==> config.mk <==
export PLATFORM = sky130hd
export DESIGN_NAME = rgb565_to_yuv_pixel
export DESIGN_NICKNAME = d
export VERILOG_FILES = /design/src/sv/r2y_pkg.sv /design/src/sv/rgb565_to_yuv_pixel.sv /design/src/sv/r2y_unpack.sv /design/src/sv/r2y_chan.sv
export VERILOG_INCLUDE_DIRS = /design/src /design/src/sv
export SDC_FILE = /design/constraint.sdc
export NUM_CORES = 1
export LEC_CHECK = 0
export BUFFER_PORTS_ARGS = -buffer_cell sky130_fd_sc_hd__buf_2
export CAP_MARGIN = 40
export CORE_MARGIN = 2
export CORE_UTILIZATION = 40
export DETAILED_ROUTE_END_ITERATION = 6
export PLACE_DENSITY = 0.51
export SYNTH_ARGS = -nofsm -noshare
export SYNTH_HDL_FRONTEND = slang
export SYNTH_SLANG_ARGS = --single-unit
==> constraint.sdc <==
create_clock -name clk -period 10 [get_ports clk]
set_input_delay 1.5 -clock clk [delete_from_list [all_inputs] [get_ports clk]]
set_output_delay 1.5 -clock clk [all_outputs]
set_load 0.03 [all_outputs]
==> src/sv/rgb565_to_yuv_pixel_assert.svh <==
// Assertion macros used by the converter's top-level RTL file.
`ifndef RGB565_TO_YUV_PIXEL_ASSERT_SVH
`define RGB565_TO_YUV_PIXEL_ASSERT_SVH

// Same-cycle implication, disabled while reset is asserted.
`define R2Y_ASSERT_NOW(label, clk, rst_n, ante, cons) \
	label: assert property (@(posedge clk) disable iff (!rst_n) (ante) |-> (cons)) \
		else $error("assertion failed: ante |-> cons");

// Next-cycle implication, disabled while reset is asserted.
`define R2Y_ASSERT_NEXT(label, clk, rst_n, ante, cons) \
	label: assert property (@(posedge clk) disable iff (!rst_n) (ante) |=> (cons)) \
		else $error("assertion failed: ante |=> cons");

`endif

==> src/sv/r2y_pkg.sv <==
// Types and constants shared by the RGB565 to YUV converter.
package r2y_pkg;

	localparam int unsigned COEFF_W = 24;
	localparam int unsigned PIXEL_W = 16;
	localparam int unsigned CFG_IDX_W = 3;

	localparam logic [CFG_IDX_W-1:0] REG_Y_COEFFS   = 3'd0;
	localparam logic [CFG_IDX_W-1:0] REG_U_COEFFS   = 3'd1;
	localparam logic [CFG_IDX_W-1:0] REG_V_COEFFS   = 3'd2;
	localparam logic [CFG_IDX_W-1:0] REG_BIG_ENDIAN = 3'd3;

	localparam logic [COEFF_W-1:0] Y_COEFFS_RST = 24'h0D4121;
	localparam logic [COEFF_W-1:0] U_COEFFS_RST = 24'h70B6DA;
	localparam logic [COEFF_W-1:0] V_COEFFS_RST = 24'hEEA270;

	localparam int unsigned LUMA_SHIFT    = 7;
	localparam int unsigned CHROMA_SHIFT  = 8;
	localparam int unsigned LUMA_OFFSET   = 16;
	localparam int unsigned CHROMA_OFFSET = 128;

	typedef enum logic {
		KIND_LUMA   = 1'b0,
		KIND_CHROMA = 1'b1
	} chan_kind_t;

	typedef struct packed {
		logic [7:0] r;
		logic [7:0] g;
		logic [7:0] b;
	} rgb888_t;

endpackage

==> src/sv/rgb565_to_yuv_pixel.sv <==
// RGB565 to YUV pixel converter: config registers, two-stage pipeline and handshake.
// Path: input register, one multiply-add level, then the result register on the outputs.
// Throughput: one pixel per cycle while the output is not stalled.
// A stalled output holds its result while the input register still takes one more item.
// Reset (arst_n low, asynchronous) empties both stages and loads the BT.601 coefficients
// with little-endian byte order.
`include "rgb565_to_yuv_pixel_assert.svh"

module rgb565_to_yuv_pixel import r2y_pkg::*; (
	input  logic                 clk,
	input  logic                 arst_n,
	input  logic                 cfg_we,
	input  logic [CFG_IDX_W-1:0] cfg_index,
	input  logic [COEFF_W-1:0]   cfg_data,
	input  logic                 in_valid,
	output logic                 in_stall,
	input  logic [PIXEL_W-1:0]   pixel,
	output logic                 out_valid,
	input  logic                 out_stall,
	output logic [7:0]           luma,
	output logic [7:0]           chroma_blue,
	output logic [7:0]           chroma_red
);

	logic [COEFF_W-1:0] y_coeffs_q, u_coeffs_q, v_coeffs_q;
	logic               big_endian_q;

	logic               valid_s1, valid_s2;
	logic [PIXEL_W-1:0] pixel_s1;
	logic [7:0]         luma_s2, cb_s2, cr_s2;
	logic               adv_s1, adv_s2;
	rgb888_t            rgb;
	logic [7:0]         luma_d, cb_d, cr_d;

	always_ff @(posedge clk or negedge arst_n) begin
		if (!arst_n) begin
			y_coeffs_q   <= Y_COEFFS_RST;
			u_coeffs_q   <= U_COEFFS_RST;
			v_coeffs_q   <= V_COEFFS_RST;
			big_endian_q <= 1'b0;
		end else if (cfg_we) begin
			unique case (cfg_index)
				REG_Y_COEFFS:   y_coeffs_q   <= cfg_data;
				REG_U_COEFFS:   u_coeffs_q   <= cfg_data;
				REG_V_COEFFS:   v_coeffs_q   <= cfg_data;
				REG_BIG_ENDIAN: big_endian_q <= cfg_data[0];
				default: ;
			endcase
		end
	end

	// advance a stage when it is empty or the one after it is empty or draining
	assign adv_s2   = !valid_s2 || !out_stall;
	assign adv_s1   = !valid_s1 || adv_s2;
	assign in_stall = !adv_s1;

	always_ff @(posedge clk or negedge arst_n) begin
		if (!arst_n) begin
			valid_s1 <= 1'b0;
			valid_s2 <= 1'b0;
		end else begin
			if (adv_s1) begin
				valid_s1 <= in_valid;
			end
			if (adv_s2) begin
				valid_s2 <= valid_s1;
			end
		end
	end

	always_ff @(posedge clk) begin
		if (adv_s1 && in_valid) begin
			pixel_s1 <= pixel;
		end
		if (adv_s2 && valid_s1) begin
			luma_s2 <= luma_d;
			cb_s2   <= cb_d;
			cr_s2   <= cr_d;
		end
	end

	r2y_unpack u_unpack (
		.pixel      (pixel_s1),
		.big_endian (big_endian_q),
		.rgb        (rgb)
	);

	r2y_chan u_chan_y (
		.kind   (KIND_LUMA),
		.coeffs (y_coeffs_q),
		.rgb    (rgb),
		.value  (luma_d)
	);

	r2y_chan u_chan_u (
		.kind   (KIND_CHROMA),
		.coeffs (u_coeffs_q),
		.rgb    (rgb),
		.value  (cb_d)
	);

	r2y_chan u_chan_v (
		.kind   (KIND_CHROMA),
		.coeffs (v_coeffs_q),
		.rgb    (rgb),
		.value  (cr_d)
	);

	assign out_valid   = valid_s2;
	assign luma        = luma_s2;
	assign chroma_blue = cb_s2;
	assign chroma_red  = cr_s2;

	`R2Y_ASSERT_NEXT(a_accept_fills_s1, clk, arst_n, in_valid && !in_stall, valid_s1)
	`R2Y_ASSERT_NEXT(a_s1_moves_to_s2, clk, arst_n, valid_s1 && adv_s2, valid_s2)
	`R2Y_ASSERT_NOW(a_stall_only_when_full, clk, arst_n, in_stall, valid_s1 && valid_s2 && out_stall)

endmodule

==> src/sv/r2y_unpack.sv <==
// Byte swap and RGB565 to RGB888 expansion.
module r2y_unpack import r2y_pkg::*; (
	input  logic [PIXEL_W-1:0] pixel,
	input  logic               big_endian,
	output rgb888_t            rgb
);

	logic [PIXEL_W-1:0] p;

	always_comb begin
		p = big_endian ? {pixel[7:0], pixel[15:8]} : pixel;
		// replicate top bits into the low bits
		rgb.r = {p[15:11], p[15:13]};
		rgb.g = {p[10:5], p[10:9]};
		rgb.b = {p[4:0], p[4:2]};
	end

endmodule

==> src/sv/r2y_chan.sv <==
// One output channel: weighted sum, shift, offset and saturation.
module r2y_chan import r2y_pkg::*; (
	input  chan_kind_t         kind,
	input  logic [COEFF_W-1:0] coeffs,
	input  rgb888_t            rgb,
	output logic [7:0]         value
);

	logic signed [7:0]  cr, cg, cb;
	logic signed [16:0] pr, pg, pb;
	logic [15:0]        sum;
	logic [15:0]        biased;

	always_comb begin
		cr = $signed(coeffs[7:0]);
		cg = $signed(coeffs[15:8]);
		cb = $signed(coeffs[23:16]);
		pr = $signed({1'b0, rgb.r}) * cr;
		pg = $signed({1'b0, rgb.g}) * cg;
		pb = $signed({1'b0, rgb.b}) * cb;
		// wrap to 16 bits
		sum = pr[15:0] + pg[15:0] + pb[15:0];
		unique case (kind)
			KIND_LUMA: begin
				biased = (sum >> LUMA_SHIFT) + 16'(LUMA_OFFSET);
			end
			KIND_CHROMA: begin
				biased = 16'($signed(sum) >>> CHROMA_SHIFT) + 16'(CHROMA_OFFSET);
			end
			default: begin
				biased = '0;
			end
		endcase
		// clamp signed 16 bits to 0..255
		if (biased[15]) begin
			value = 8'd0;
		end else if (biased[14:8] != 7'd0) begin
			value = 8'hFF;
		end else begin
			value = biased[7:0];
		end
	end

endmodule

* Yosys cells after proc, flatten, opt, wreduce, memory -nomap -nowiden
Cells that the tools add are included.
** Word-level totals
- Word-level logic and storage cells :: 51
- Register bits :: 115
** Cells by class
- Add/subtract/negate cells :: 9
- Reductions and logical operators :: 16
- Muxes and demuxes :: 4
- Multiply operators :: 9
- Eq/ne operators :: 3
** Operators with widths (number)
- $mul A9 B8 Y16 :: 9
- $add A16 B16 Y16 :: 6
- $mux W8 :: 3
- $reduce_bool A7 Y1 :: 3
- $add A8 B9 Y10 const B :: 2
- $mux W16 :: 1
- $add A9 B5 Y10 const B :: 1
- $reduce_and A2 Y1 :: 4
- $eq A3 B2 Y1 const B :: 2
- $logic_not A1 Y1 :: 4
- $eq A3 B1 Y1 const B :: 1
- $logic_not A3 Y1 :: 1
- $logic_and A1 B1 Y1 :: 2
- $logic_or A1 B1 Y1 :: 2

* Logic depth before layout (Yosys ltp)
- Depth in word-level cells :: 7
- Depth in mapped cells :: 30
- Gate-level depth less buffers :: 28

* By module
A second synthesis with hierarchy kept.
** Second synthesis, totals
- Cells, all modules :: 2481
- Area total of the unflattened synthesis :: 24901.4 um2
** By module, submodules not included
- r2y_chan at u_chan_v :: cells each 750, area an instance 6861.6 um2, instances 1
- r2y_chan at u_chan_u :: cells each 747, area an instance 6817.8 um2, instances 1
- r2y_chan at u_chan_y :: cells each 750, area an instance 6786.5 um2, instances 1
- rgb565_to_yuv_pixel :: cells each 208, area an instance 4126.5 um2, instances 1
- r2y_unpack :: cells each 26, area an instance 309.0 um2, instances 1

* Least setup slack after synthesis
OpenSTA, ideal clock, no wires.
- Path kind :: register -> register
- Start point :: register big_endian_q
- End point :: register luma_s2[4], in the netlist luma[4] (data pin)
- Period minus slack after synthesis :: 7623 ps
- Cell stages (with the launch flop) :: 28
- Path slack :: 2377 ps
- Arrival time :: 7364 ps
- Buffers on the path :: 3
- Cell sequence :: dfrtp_1 > buf_6 > clkbuf_1 > mux2_2 > clkbuf_1 > and2_1 > fa_1 > fa_1 > inv_1 > fa_1 > inv_1 > fa_1 > fa_1 > fa_1 > inv_1 > fa_1 > inv_1 > ha_1 > a21oi_1 > a21oi_4 > o41ai_4 > a21oi_2 > or2_4 > inv_1 > ha_1 > o2111ai_1 > mux2_2 > or2_1
** Between the ends
- Longest elaborated chain between the ends :: 7
- Elaborated cells on any way between the ends :: 9
- Classes of those cells :: add/sub (3); mul (3); mux (2); reduce/logical (1)
** RTL lines
- start: declaration :: line rgb565_to_yuv_pixel.sv:26 : logic big_endian_q;
- start signal: assignment :: line rgb565_to_yuv_pixel.sv:46 : REG_BIG_ENDIAN: big_endian_q <= cfg_data[0];
- $mux W16 * :: line r2y_unpack.sv:11 : p = big_endian ? {pixel[7:0], pixel[15:8]} : pixel;
- $mul A9 B8 Y16 (on tied branches) :: line r2y_chan.sv:18, r2y_chan.sv:19
- $add A16 B16 Y16 :: line r2y_chan.sv:22 : sum = pr[15:0] + pg[15:0] + pb[15:0];
- $add A16 B16 Y16 * :: line r2y_chan.sv:22
- $add A9 B5 Y10 * :: line r2y_chan.sv:25 : biased = (sum >> LUMA_SHIFT) + 16'(LUMA_OFFSET);
- $reduce_bool A7 Y1 :: line r2y_chan.sv:37 : end else if (biased[14:8] != 7'd0) begin
- $mux W8 * :: line r2y_chan.sv:37
- end signal: assignment :: line rgb565_to_yuv_pixel.sv:76 : luma_s2 <= luma_d;
- end: declaration :: line rgb565_to_yuv_pixel.sv:30 : logic [7:0] luma_s2, cb_s2, cr_s2;
Every way passes the cells marked *; elsewhere a longest branch is shown, timed or not.
A chain may end at the register's enable or synchronous reset.

* Final worst setup path
Same ends and word-level chain as after synthesis.

==> summary.md <==
| Metric | Value |
|---|---|
| Status | finished, final reports clean |
| Number of global-route vias before repair | 16500 |
| Final Hold Viols | 0 |
| Setup Skew | 0.0162 ns |
| Initial Utilization | 0.406 |
| Setup tns final | 0 ns |
| Iteration-0 DRC Markers | 673 |
| Slew @ Worst Pin | 0.803 ns |
| Clock Pin Slew Worst Setup and Hold Paths | roughly 0.07 ns |
| Post-synth top area share | 0.406 |
| Fin nets | slightly above 3000 |
| Req. time, crit path | a little over 10 ns |
| Final worst path period need | 7.82 ns |
| Antenna viol nets, final | 0 |
| Routed wire length | around 62000 µm |
| Register area share after synthesis | 0.136 |
| Global Route Usage Sum | 0.227 |
| WL/cell | 20.6 µm |
| Most frequent cell after synthesis | inv_1 |
| Yosys top cell by area | fa_1 |
| Fillers | about 5500 |
| Post-synthesis area per instance | around 10 µm² |
| Synth Cell Area | 22900 µm² |
| Synthesis-stage register bit count | 115 |
| Post-synthesis cell type count | 56 |
| RD Place Congestion | 0.945 |
| Post-CTS Setup Bufs | 0 |
| Ys Warns | 0 |
| H-tree Lvls | 4 |
| Synth top area cells | fa_1, ha_1, inv_1, and2_1, edfxtp_1 |
| CTS Buffer Depth | 2 |
| Global-route wire length before repair | about 100000 µm |
| Largest net degree at the start of global routing | 60 |
| Vias | ~14000 |
| Worst Setup End Kind | register |
| Max Clock Freq | 0.128 GHz |
| Core area | 56500 µm² |
| Async set-or-reset flop fraction in the synthesized netlist | 0.652 |
| Post-cts gate resize count | 0 |
| Vias per inst | 4.76 |
| Vert. Die Dim | 243 µm |
| Number of synthesized flops with an enable pin | 40 |
| PortBufs | 73 |
| Arrival time at the worst endpoint | ~8 ns |
| Io pins | 74 |
| Hold_buf cts | 0 |
| Setup CP Type | reg2reg |
| Max cap viols | 0 |
| Layout cells sized above 1 | 0.104 |
| Post-synthesis cell count | 2214 |
| TritonCTS buffer count | 17 |
| Total global routing overflow | 0 |
| Final setup vio count | 0 |
| Area grow syn2layout | 7.92% |
| Top_reg_cell synth | dfrtp_1 |
| Crit-path max FO | 23 |
| CTS tree | built |
| Synth top cells by count | inv_1, fa_1, ha_1, and2_1, nand2_1 |
| Drt pass-1 iters | 5 |
| Max transition margin | 0.464 |
| Worst min path class | reg2reg |
| Final Max Tran Viols | 0 |
| Period Utilization, post-route | 0.782 |
| Syn_nets | 3010 |
| Final HPWL DP | 54400 µm |
| Clk Tree Root Cell | clkbuf_16 |
| Crit start category | register |
| Initial antenna violation count | 0 |
| Clock sink count | 115 |
| Post-route DRC | 0 |
| Clock latency on the worst-skew pair | 0.47 ns |
| Die W | 243 µm |
| Die area | 59200 µm² |
| RSZ-0062 raised after global routing | false |
| FP Rows | a little under 90 |
-- stage by stage --
stage	util	worst slack, ns	instances	cell area, µm²	hold WS (ns)
after global routing	0.438	1.79	3037	24700	0.531
after CTS	0.438	2.16	3037	24700	0.504
final	0.438	2.18	3038	24700	0.502
after floorplan	-	2.38	2214	22900	0.443
after global placement	0.427	1.73	3004	24100	0.462
after detailed placement	0.428	2.19	3005	24200	0.490
-- per-layer routing --
layer | global-route usage | vias to the layer above | share of wire
met1 | 0.327 | 7515 | 0.47
li1 | - | 6649 | -
met4 | 0.0549 | 0 | 0.016
met3 | 0.0259 | 48 | 0.031
met2 | 0.368 | 246 | 0.48
met5 | 0 | - | 0
-- registers in the layout (all words and copies together), names as in the netlist --
name / count
out_valid: 1
big_endian_q: 1
u_coeffs_q: 24
valid_s1: 1
pixel_s1: 16
v_coeffs_q: 24
luma: 8
y_coeffs_q: 24
chroma_red: 8
chroma_blue: 8
-- cell families after synthesis --
group	Yosys count	share of synthesized area
multiplexers	94	0.0458
XOR/XNOR	49	0.0187
adder cells (fa/ha/maj)	749	0.561
flip-flops	115	0.136
buffers and inverters	696	0.114
AO/OA/AOI/OAI	51	0.0172
AND/OR/NAND/NOR	460	0.107
-- critical path: stages (launching register included) --
cell and delay [ns]:
dfrtp_1 0.50, buf_16 0.23, mux2_2 0.68, and2_1 0.26
inv_1 0.07, fa_1 0.51, fa_1 0.51, fa_1 0.53
inv_1 0.06, fa_1 0.51, fa_1 0.41, fa_1 0.51
inv_1 0.05, fa_1 0.47, inv_1 0.04, ha_1 0.31
a21oi_1 0.08, nor2b_1 0.34, nor3_2 0.11, o31ai_4 0.34
a2111oi_0 0.16, nor3_1 0.24, mux2_2 0.43, or2_1 0.22
-- layout make-up --
class	instances	area [µm²]	area share
timing repair buffer	79	433	0.0175
clock buffer	17	425	0.0172
inverter	652	2450	0.0990
sequential	115	3120	0.126
multi-input combinational	1403	17200	0.696
tap	756	946	0.0383
antenna	1	2.50	0.000101
clock inverter	15	133	0.00536
-- placed cells by master (no fill, tap or decap), drive strengths merged, types with 10 or more instances in the layout --
cell type  netlist  final
dfstp           32     32
mux2i           10     10
dfrtp           43     43
nor2            46     46
a21oi           10     10
buf              3     79
nand2          142    142
ha             283    283
and2           228    228
inv            652    656
edfxtp          40     40
o21ai           13     13
xnor2           43     43
fa             465    465
clkbuf          41     17
mux2            84     84
-- path summary, 6_finish.rpt --
path                         startpoint              to  slack [ns]  cells after the start
max in group asynchronous        arst_n  y_coeffs_q[13]        8.01                      2
min                            valid_s1       out_valid        0.50                      1
min in group asynchronous        arst_n   v_coeffs_q[2]        0.91                      1
max                        big_endian_q         luma[4]        2.18                     23
max reg2reg                big_endian_q         luma[4]        2.18                     23
min reg2reg                    valid_s1       out_valid        0.50                      1
Power is left out: the tool's default activity adds up to more than one toggle a clock period on the data nets, which glitch-free logic cannot reach.
